**config.mk**
```make
export PLATFORM = sky130hd
export DESIGN_NAME = grid_min_cost_path
export DESIGN_NICKNAME = d
export VERILOG_FILES = /design/src/hw/rtl/gmcp_pkg.sv /design/src/hw/rtl/gmcp_cell.sv /design/src/hw/rtl/gmcp_row_chain.sv /design/src/hw/rtl/gmcp_rsp_queue.sv /design/src/hw/rtl/grid_min_cost_path.sv
export SDC_FILE = /design/constraint.sdc
export NUM_CORES = 2
export LEC_CHECK = 0
export BUFFER_PORTS_ARGS = -buffer_cell sky130_fd_sc_hd__clkbuf_2
export CORE_UTILIZATION = 57
export DETAILED_ROUTE_END_ITERATION = 8
export PLACE_DENSITY = 0.77
export SLEW_MARGIN = 25
export SYNTH_ARGS = -nofsm -noshare
export SYNTH_HDL_FRONTEND = slang
export SYNTH_SLANG_ARGS = --single-unit
```
**constraint.sdc**
```tcl
create_clock -name clock -period 62 [get_ports clock]
set_input_delay 3.1 -clock clock [delete_from_list [all_inputs] [get_ports clock]]
set_output_delay 3.1 -clock clock [all_outputs]
set_load 0.03 [all_outputs]
```
**src/hw/rtl/gmcp_pkg.sv**
```systemverilog
// Shared types and constants of the grid minimum-cost path block.
package gmcp_pkg;

   // Field widths.
   localparam int CELL_W = 16;
   localparam int COST_W = 32;
   localparam int CNT_W  = 7;
   localparam int IDX_W  = 8;

   // Largest number of grid rows in use.
   localparam int MAX_ROWS = 64;

   // Register indexes of the configuration port.
   localparam logic [IDX_W-1:0] REG_ROW_COUNT = 8'd0;
   localparam logic [IDX_W-1:0] REG_COL_COUNT = 8'd1;

   // Saturation value of a path cost.
   localparam logic [COST_W-1:0] COST_SAT = '1;

   // One result on its way to the response channel.
   typedef struct packed {
      logic [COST_W-1:0] path_cost;
      logic              is_final;
   } rsp_type;

endpackage

```
**src/hw/rtl/gmcp_cell.sv**
```systemverilog
// One entry of the row store, taking its neighbor's value or the new result on every shift.
module gmcp_cell
   import gmcp_pkg::*;
(
   input  logic              clock,
   input  logic              shift,
   input  logic              load,
   input  logic [COST_W-1:0] load_value,
   input  logic [COST_W-1:0] next_value,
   output logic [COST_W-1:0] value
);

   logic [COST_W-1:0] value_ff;
   logic [COST_W-1:0] value_in;

   // The head cell takes the new result, every other cell its upper neighbor.
   always_comb begin
      value_in = value_ff;
      if (shift) begin
         value_in = load ? load_value : next_value;
      end
   end

   always_ff @(posedge clock) begin
      value_ff <= value_in;
   end

   assign value = value_ff;

endmodule

```
**src/hw/rtl/gmcp_row_chain.sv**
```systemverilog
// Row store built as a chain of cells; a result leaves at cell 0 one row later.
module gmcp_row_chain
   import gmcp_pkg::*;
#(
   parameter int DEPTH = 64
)
(
   input  logic              clock,
   input  logic              shift,
   input  logic [CNT_W-1:0]  head,
   input  logic [COST_W-1:0] load_value,
   output logic [COST_W-1:0] below_value
);

   logic [COST_W-1:0] cell_value [DEPTH];

   // Cell k hands its value to cell k-1; the topmost cell refills from the new result.
   for (genvar k = 0; k < DEPTH; k++) begin : g_cell
      logic [COST_W-1:0] upper_value;

      if (k == DEPTH - 1) begin : g_top
         assign upper_value = load_value;
      end else begin : g_mid
         assign upper_value = cell_value[k+1];
      end

      gmcp_cell u_cell (
         .clock      (clock),
         .shift      (shift),
         .load       (head == CNT_W'(k)),
         .load_value (load_value),
         .next_value (upper_value),
         .value      (cell_value[k])
      );
   end

   assign below_value = cell_value[0];

endmodule

```
**src/hw/rtl/gmcp_rsp_queue.sv**
```systemverilog
// Two-entry response queue that decouples the datapath from response stalls.
module gmcp_rsp_queue
   import gmcp_pkg::*;
(
   input  logic    clock,
   input  logic    reset,
   input  logic    push,
   input  rsp_type push_data,
   output logic    full,
   output logic    rsp_valid,
   input  logic    rsp_stall,
   output rsp_type rsp_data
);

   logic [1:0] count_ff;
   logic [1:0] count_in;
   rsp_type    slot0_ff;
   rsp_type    slot0_in;
   rsp_type    slot1_ff;
   rsp_type    slot1_in;
   logic       pop;

   assign pop = (count_ff != 2'd0) && !rsp_stall;

   // A push never meets a full queue, so the head moves up before a new entry lands.
   always_comb begin
      count_in = count_ff;
      slot0_in = slot0_ff;
      slot1_in = slot1_ff;
      case ({push, pop})
         2'b10: begin
            count_in = count_ff + 2'd1;
            if (count_ff == 2'd0) begin
               slot0_in = push_data;
            end else begin
               slot1_in = push_data;
            end
         end
         2'b01: begin
            count_in = count_ff - 2'd1;
            slot0_in = slot1_ff;
         end
         2'b11: begin
            slot0_in = push_data;
         end
         default: begin
         end
      endcase
   end

   always_ff @(posedge clock) begin
      if (reset) begin
         count_ff <= 2'd0;
      end else begin
         count_ff <= count_in;
      end
      slot0_ff <= slot0_in;
      slot1_ff <= slot1_in;
   end

   assign full      = (count_ff == 2'd2);
   assign rsp_valid = (count_ff != 2'd0);
   assign rsp_data  = slot0_ff;

endmodule

```
**src/hw/rtl/grid_min_cost_path.sv**
```systemverilog
// Top level of the grid minimum-cost path block.
//
//   Channel  Direction  Handshake              Payload
//   req_     in         req_valid / req_stall  req_cell_cost[15:0]
//   rsp_     out        rsp_valid / rsp_stall  rsp_path_cost[31:0], rsp_is_final
//   csr_     in         csr_valid / csr_ready  csr_index[7:0], csr_data[6:0]
//
// One request is taken per cycle unless the response queue is full; its result
// enters the response queue at the same edge. The rate is set by the loop from a
// result to the right-hand value of the next cell: one add and a three-way min.
// The row below is held in a chain of COL_CAP cells that shifts once per request.
// Reset is synchronous; it selects a 1 x 1 grid. Requests stall only while both
// response queue entries wait. A write to a count register restarts the grid.
module grid_min_cost_path
   import gmcp_pkg::*;
#(
   parameter int MAX_COLS = 64
)
(
   input  logic              clock,
   input  logic              reset,
   input  logic              req_valid,
   output logic              req_stall,
   input  logic [CELL_W-1:0] req_cell_cost,
   output logic              rsp_valid,
   input  logic              rsp_stall,
   output logic [COST_W-1:0] rsp_path_cost,
   output logic              rsp_is_final,
   input  logic              csr_valid,
   output logic              csr_ready,
   input  logic [IDX_W-1:0]  csr_index,
   input  logic [CNT_W-1:0]  csr_data
);

   // Largest usable counts: the register width bounds them as well.
   localparam int COL_CAP = (MAX_COLS < 127) ? MAX_COLS : 127;
   localparam int ROW_CAP = (MAX_ROWS < 127) ? MAX_ROWS : 127;
   localparam logic [CNT_W-1:0] COL_CAP_V = CNT_W'(COL_CAP);
   localparam logic [CNT_W-1:0] ROW_CAP_V = CNT_W'(ROW_CAP);

   logic [CNT_W-1:0]  rows_last_ff, rows_last_in;
   logic [CNT_W-1:0]  cols_last_ff, cols_last_in;
   logic [CNT_W-1:0]  row_pos_ff, row_pos_in;
   logic [CNT_W-1:0]  col_pos_ff, col_pos_in;
   logic [COST_W-1:0] right_ff, right_in;
   logic [COST_W-1:0] lower_right_ff, lower_right_in;

   logic              req_take;
   logic              csr_take;
   logic              queue_full;
   logic [CNT_W-1:0]  write_count;
   logic [CNT_W-1:0]  write_last;
   logic              last_row;
   logic              last_col;
   logic [COST_W-1:0] below;
   logic [COST_W-1:0] min_below;
   logic [COST_W-1:0] addend;
   logic [COST_W:0]   sum;
   logic [COST_W-1:0] cost;
   rsp_type           push_data;
   rsp_type           rsp_data;

   assign csr_ready = 1'b1;
   assign csr_take  = csr_valid && csr_ready;
   assign req_stall = queue_full;
   assign req_take  = req_valid && !req_stall;

   // A count of zero acts as one, a count above the cap as the cap; store count minus one.
   always_comb begin
      write_count = (csr_data == '0) ? CNT_W'(1) : csr_data;
      write_last  = '0;
      case (csr_index)
         REG_ROW_COUNT: begin
            write_last = ((write_count > ROW_CAP_V) ? ROW_CAP_V : write_count) - CNT_W'(1);
         end
         REG_COL_COUNT: begin
            write_last = ((write_count > COL_CAP_V) ? COL_CAP_V : write_count) - CNT_W'(1);
         end
         default: begin
         end
      endcase
   end

   // Cost of the current cell from its right, lower and lower-right neighbors.
   assign last_row  = (row_pos_ff == rows_last_ff);
   assign last_col  = (col_pos_ff == cols_last_ff);
   assign min_below = (below < lower_right_ff) ? below : lower_right_ff;

   always_comb begin
      if (last_row && last_col) begin
         addend = '0;
      end else if (last_row) begin
         addend = right_ff;
      end else if (last_col) begin
         addend = below;
      end else begin
         addend = (right_ff < min_below) ? right_ff : min_below;
      end
   end

   assign sum  = {{(COST_W + 1 - CELL_W){1'b0}}, req_cell_cost} + {1'b0, addend};
   assign cost = sum[COST_W] ? COST_SAT : sum[COST_W-1:0];

   // Position walk, neighbor values and register writes.
   always_comb begin
      rows_last_in   = rows_last_ff;
      cols_last_in   = cols_last_ff;
      row_pos_in     = row_pos_ff;
      col_pos_in     = col_pos_ff;
      right_in       = right_ff;
      lower_right_in = lower_right_ff;
      if (csr_take && (csr_index == REG_ROW_COUNT || csr_index == REG_COL_COUNT)) begin
         if (csr_index == REG_ROW_COUNT) begin
            rows_last_in = write_last;
         end else begin
            cols_last_in = write_last;
         end
         row_pos_in     = (csr_index == REG_ROW_COUNT) ? write_last : rows_last_ff;
         col_pos_in     = (csr_index == REG_COL_COUNT) ? write_last : cols_last_ff;
         right_in       = '0;
         lower_right_in = '0;
      end else if (req_take) begin
         if (col_pos_ff == '0) begin
            col_pos_in     = cols_last_ff;
            row_pos_in     = (row_pos_ff == '0) ? rows_last_ff : row_pos_ff - CNT_W'(1);
            right_in       = '0;
            lower_right_in = '0;
         end else begin
            col_pos_in     = col_pos_ff - CNT_W'(1);
            right_in       = cost;
            lower_right_in = below;
         end
      end
   end

   always_ff @(posedge clock) begin
      if (reset) begin
         rows_last_ff   <= '0;
         cols_last_ff   <= '0;
         row_pos_ff     <= '0;
         col_pos_ff     <= '0;
         right_ff       <= '0;
         lower_right_ff <= '0;
      end else begin
         rows_last_ff   <= rows_last_in;
         cols_last_ff   <= cols_last_in;
         row_pos_ff     <= row_pos_in;
         col_pos_ff     <= col_pos_in;
         right_ff       <= right_in;
         lower_right_ff <= lower_right_in;
      end
   end

   // Row store: the result enters at the cell for the last column.
   gmcp_row_chain #(
      .DEPTH (COL_CAP)
   ) u_row_chain (
      .clock       (clock),
      .shift       (req_take),
      .head        (cols_last_ff),
      .load_value  (cost),
      .below_value (below)
   );

   // Results wait in the response queue.
   assign push_data.path_cost = cost;
   assign push_data.is_final  = (row_pos_ff == '0) && (col_pos_ff == '0);

   gmcp_rsp_queue u_rsp_queue (
      .clock     (clock),
      .reset     (reset),
      .push      (req_take),
      .push_data (push_data),
      .full      (queue_full),
      .rsp_valid (rsp_valid),
      .rsp_stall (rsp_stall),
      .rsp_data  (rsp_data)
   );

   assign rsp_path_cost = rsp_data.path_cost;
   assign rsp_is_final  = rsp_data.is_final;

endmodule

```
# --- Word-level counts from Yosys, hierarchy flattened ---
# Cells that the tools add are included.
word_totals:
  in_bits: 36
  output_inout_bits: 36
  reg_bits: 2208
op_classes:
  reduce_logical: 25
  n_eq_ne: 70
  n_bitwise: 2
  magnitude_cmp: 3
  add_sub_neg: 6
  n_mux: 86
op_table:
  columns: ["cell", "n"]
  rows:
  - ["$mux 32", 71]
  - ["$eq 7x6->1 const B", 31]
  - ["$eq 7x5->1 const B", 16]
  - ["$pmux 33 s3", 1]
  - ["$mux 7", 12]
  - ["$lt 32x32->1", 2]
  - ["$eq 7x4->1 const B", 8]
  - ["$add 16x32->33", 1]
  - ["$mux 33", 1]
  - ["$eq 7x3->1 const B", 4]
  - ["$logic_not 7->1", 4]
  - ["$sub 7x1->7 const B", 3]
  - ["$eq 7x2->1 const B", 2]
  - ["$eq 7x7->1", 2]
  - ["$eq 8x1->1 const B", 1]
  - ["$logic_not 8->1", 1]
  - ["$reduce_and 2->1", 4]
  - ["$reduce_bool 2->1", 4]
  - ["$eq 7x1->1 const B", 1]
  - ["$gt 7x7->1 const B", 1]
  - ["$eq 2x2->1 const B", 3]
  - ["$logic_and 1x1->1", 5]
  - ["$pmux 2 s2", 1]
  - ["$reduce_or 2->1", 2]
  - ["other kinds (9)", 11]

# --- Longest topological paths before layout ---
depth:
  word_depth: 11
  ltp_mapped: 44
  depth_no_buf: 36

# --- Cells and area by module ---
# A second synthesis with hierarchy kept.
hier_totals:
  cells_unflattened: 5692
  area_unflattened_um2: 107764.6
modules_own_cells:
  columns: ["module", "seq_area_each_um2", "cells_per_inst", "instances", "area_per_inst_um2"]
  rows:
  - ["gmcp_cell", 960.9, 68, 64, 1505.2]
  - ["grid_min_cost_path", 1841.8, 1124, 1, 8433.1]
  - ["gmcp_rsp_queue", 2021.9, 121, 1, 2518.7]
  - ["gmcp_row_chain", 0.0, 95, 1, 480.5]

# --- Worst setup path before layout ---
# Ideal clock, no wire load.
synth_timing:
  path_kind: "input to register"
  startpoint: "input req_valid"
  endpoint: "register u_rsp_queue.slot1_ff[0] (netlist name), enable pin"
  path_buffers: 2
  slack_ns: -3.909
  path_stages: 6
  arrival_time_ns: 65.482
  setup_time_ns: 0.427
  path_cell_list: "nand2_1 -> inv_1 -> clkbuf_1 -> clkbuf_1 -> ha_1 -> nor2b_1"
synth_via:
  elab_chain_len: 3
synth_lines:
  columns: ["item", "line", "rtl"]
  rows:
  - ["start, declared", "grid_min_cost_path.sv:22", "input logic req_valid,"]
  - ["$logic_and 1x1->1", "grid_min_cost_path.sv:66", "assign req_take = req_valid && !req_stall;"]
  - ["net req_take", "grid_min_cost_path.sv:48", "logic req_take;"]
  - ["$eq 2x2->1", "gmcp_rsp_queue.sv:30", "case ({push, pop})"]
  - ["$reduce_and 2->1 (no line)", null, null]
  - ["end signal, assigned", "gmcp_rsp_queue.sv:58", "slot1_ff <= slot1_in;"]
  - ["end, declared", "gmcp_rsp_queue.sv:19", "rsp_type slot1_ff;"]
# The timed path passes the listed nets, and every way through them passes these cells.
# A chain may end at the register's enable or synchronous reset.

# --- Worst setup path after layout ---
layout_timing:
  startpoint: "register u_row_chain.g_cell[0].u_cell.value_ff[19]"
  endpoint: "register u_row_chain.g_cell[25].u_cell.value_ff[11], data pin"
layout_via:
  elab_chain_len: 10
layout_lines:
  columns: ["item", "line", "rtl"]
  rows:
  - ["start, declared", "gmcp_cell.sv:13", "logic [COST_W-1:0] value_ff;"]
  - ["start signal, assigned", "gmcp_cell.sv:25", "value_ff <= value_in;"]
  - ["$lt 32x32->1", "grid_min_cost_path.sv:87", "assign min_below = (below < lower_right_ff) ? below : lower_right_ff;"]
  - ["$mux 32", "grid_min_cost_path.sv:87", null]
  - ["$lt 32x32->1", "grid_min_cost_path.sv:97", "addend = (right_ff < min_below) ? right_ff : min_below;"]
  - ["$mux 32", "grid_min_cost_path.sv:97", null]
  - ["$mux 32 (*)", "grid_min_cost_path.sv:94", "end else if (last_col) begin"]
  - ["$mux 32 (*)", "grid_min_cost_path.sv:92", "end else if (last_row) begin"]
  - ["$mux 32 (*)", "grid_min_cost_path.sv:90", "if (last_row && last_col) begin"]
  - ["$add 16x32->33 (*)", "grid_min_cost_path.sv:101", "assign sum = {{(COST_W + 1 - CELL_W){1'b0}}, req_cell_cost} + {1'b0, addend};"]
  - ["$mux 32 (*)", "grid_min_cost_path.sv:102", "assign cost = sum[COST_W] ? COST_SAT : sum[COST_W-1:0];"]
  - ["$mux 32 (*)", "gmcp_cell.sv:20", "value_in = load ? load_value : next_value;"]
  - ["end signal, assigned", "gmcp_cell.sv:25", null]
  - ["end, declared", "gmcp_cell.sv:13", null]
# Every way passes the cells marked *; elsewhere a longest branch is shown, timed or not.

==> reports/metrics.csv <==
metric,value,unit
status,"complete, no violations",
ys_types,88,
via_count,62580,
fin_ws,51290,ps
num_rows,147,
hold_violations,0,
layout_common_cells,"nand2_1 (2154), edfxtp_1 (2114), o21ai_0 (1696)",
critPathRequiredTime,62450,ps
fin_skew,74.39,ps
num_io_pins,72,
area_delta_synth_final,9.175,%
ir_worst_vdd,0.0001475,V
antenna_found_initial,6,
cpPeakStageDelay,880,ps
cts-root-buf,clkbuf_16,
synth-edff-count,2114,
initial_core_util,57.65,%
drv_slew,0,
power_density,53.13,nW/um2
instances_no_fill,10110,
die_area,164800,um2
synth-async-reset-ratio,0,%
worst-slew-pin-transition,1085,ps
core,161300,um2
grt_max_degree,184,
synth_compound_area_share,13.37,%
drc,0,
die_h,405.9,um
ctsHoldBuffers,0,
ys_warn_count,0,
synthCells,8048,
drive_gt1_share,9.021,%
fin_crit,10710,ps
cts_htree_levels,4,
grt_pass1_wl,364400,um
antenna_left,0,
synth-seq-cells,2208,
detail_route.iter0.violations,8174,
synth-seq-area-share,70.29,%
dp_hpwl,128000,um
placed_cell_area,94410,um2
r2r_cells,31,
wl,237900,um
r2r_setup_slack,51290,ps
fin_area,101500,um2
place.gp.congestion,0.8728,
layout_commonest_cell,nand2_1,
firstDrtPassIters,6,
p_total,0.005394,W
die_x,405.9,um
diodes,0,
ys.flop_type,edfxtp_1,
synth_top_family_by_area,compound AO/OA/AOI/OAI gates,
grt_usage,29.08,%
port-buffer-count,70,
synth_xor_area_share,0.3673,%
rsz0062_at_grt,false,
hp-class,flop to flop,
finalSetupViolCount,0,
clkTransAtPathRegs,60,ps
crit_fanout,65,
worstPathArrival,11160,ps
insertion_delay,890,ps
fmax,93.36,MHz
grt_remaining_overflow,0,
postCtsSetupBuffers,0,
vias_per_cell,6.191,
first_global_vias,59940,
hold_depth,2,
muxShareOfSynthArea,0.5315,%
tns,0,ps
synth_area,92990,um2
slew_headroom,27.65,%
end_kind,flop,
preCtsSetupSlack,51030,ps
cts_sinks,2208,
fin_crit_sh,17.28,%
clk_path_buf_depth,3,
nets,7883,
cts_resized,0,
worstSetupPathType,flop to flop,
cts_tree,done,
synthesis.nets,8168,
wl_per_cell,23.54,um
synth.avg_cell_area,11.55,um2
timing.critical_path.mode_cell,a21oi_1,
cap_violations,0,
numCtsBuffers,210,
synthAdderAreaFrac,1.138,%
placed_cells,9710,
yosys.area_share.simple,10.81,%
cp_slowest_cell,and2_4,
crit_path_start_kind,flop,
leakagePower,39.03,nW
path summary, 6_finish.rpt:
check / startpoint / endpoint
max: u_row_chain.g_cell[0].u_cell.value[19] / u_row_chain.g_cell[25].u_cell.value[11]
min: lower_right_ff[20] / lower_right_ff[20]
max reg2reg: u_row_chain.g_cell[0].u_cell.value[19] / u_row_chain.g_cell[25].u_cell.value[11]
min reg2reg: lower_right_ff[20] / lower_right_ff[20]
cells in the mapped netlist (all sizes together) (3+ instances only):
cell     number  area, um2
a211oi       38      295.3
a221oi        3      32.53
and4         10      90.09
mux2i        13      130.1
a2111oi       3      45.05
a31o          4      35.03
o41ai         3      52.56
a311oi        7      61.31
xnor2        17      148.9
o31ai         6      50.05
mux2         32      364.1
ha           83       1039
nand3        49      245.2
inv          87      326.6
o221ai        4      35.03
xor2         22      192.7
dfxtp        94       1882
o21bai        4      30.03
o21a          9      68.82
nand2      2210       8298
clkbuf      517       1958
nor2b         7      43.79
nor3b         6      45.04
nor3         30      155.1
o211ai        8      60.06
a31oi         5      31.28
or3          10      62.56
and3         14      87.58
or2           5      31.28
nor2        132      495.5
nand4        12      81.33
o22ai         4      25.02
a21o         10      75.07
and2         28      175.2
a211o         5      43.79
o21ai      2076      10550
buf         164      967.2
nor4         10      77.57
a21oi       146      738.2
edfxtp     2114      63480
nand2b       16      100.1
logic make-up after synthesis:
group                    Yosys count
adder cells (fa/ha/maj)           84
AO/OA/AOI/OAI                   2357
XOR/XNOR                          39
AND/OR/NAND/NOR                 2546
flip-flops                      2208
buffers and inverters            768
multiplexers                      45
other                              1
state kept, by name, indices dropped and copies added, names as in the netlist:
signal	cells
lower_right_ff	32
row_pos_ff	7
u_rsp_queue.count_ff	2
right_ff	32
u_rsp_queue.slot1_ff	33
u_rsp_queue.rsp_data	33
col_pos_ff	7
cols_last_ff	7
rows_last_ff	7
u_row_chain.g_cell.u_cell.value	2048
area by class of cell:
class,count,area (um2)
Timing Repair Buffer,184,1310
Clock buffer,258,5578
Multi-Input combinational cell,5072,24760
Tap cell,2160,2703
Clock inverter,139,1475
Inverter,87,334.1
Fill cell,11760,59780
Sequential cell,2208,65360
layer usage:
layer  global-route usage (%)  wire length, um  up-vias
li1                         -                -    28120
met5                        0                0        -
met3                    4.362            21630      379
met2                    46.38           112400     3174
met4                    9.196             6928        0
met1                    41.43            96970    30900
report_power, final:
part | total, W | switching, W | internal [W]
registers | 0.00232 | 0.000142 | 0.00218
clock network | 0.00131 | 0.000582 | 0.000726
logic | 0.00177 | 0.00142 | 0.000352
critical path: cells and delay by family (launching register included):
family | cells | cell delay [ps]
flops | 1 | 480
buf+inv | 1 | 550
simple gates | 5 | 2510
mux | 1 | 310
fa+ha+maj | 3 | 980
compound gates | 21 | 5300
metrics by stage:
step / utilization (%) / hold WS, ps
after floorplan: - / 431.9
after global placement: 58.46 / 439.4
after detailed placement: 58.53 / 446.4
after CTS: 62.90 / 455.4
after global routing: 62.94 / 468.1
final: 62.94 / 450.4
Power figures use the tool's default switching activity.
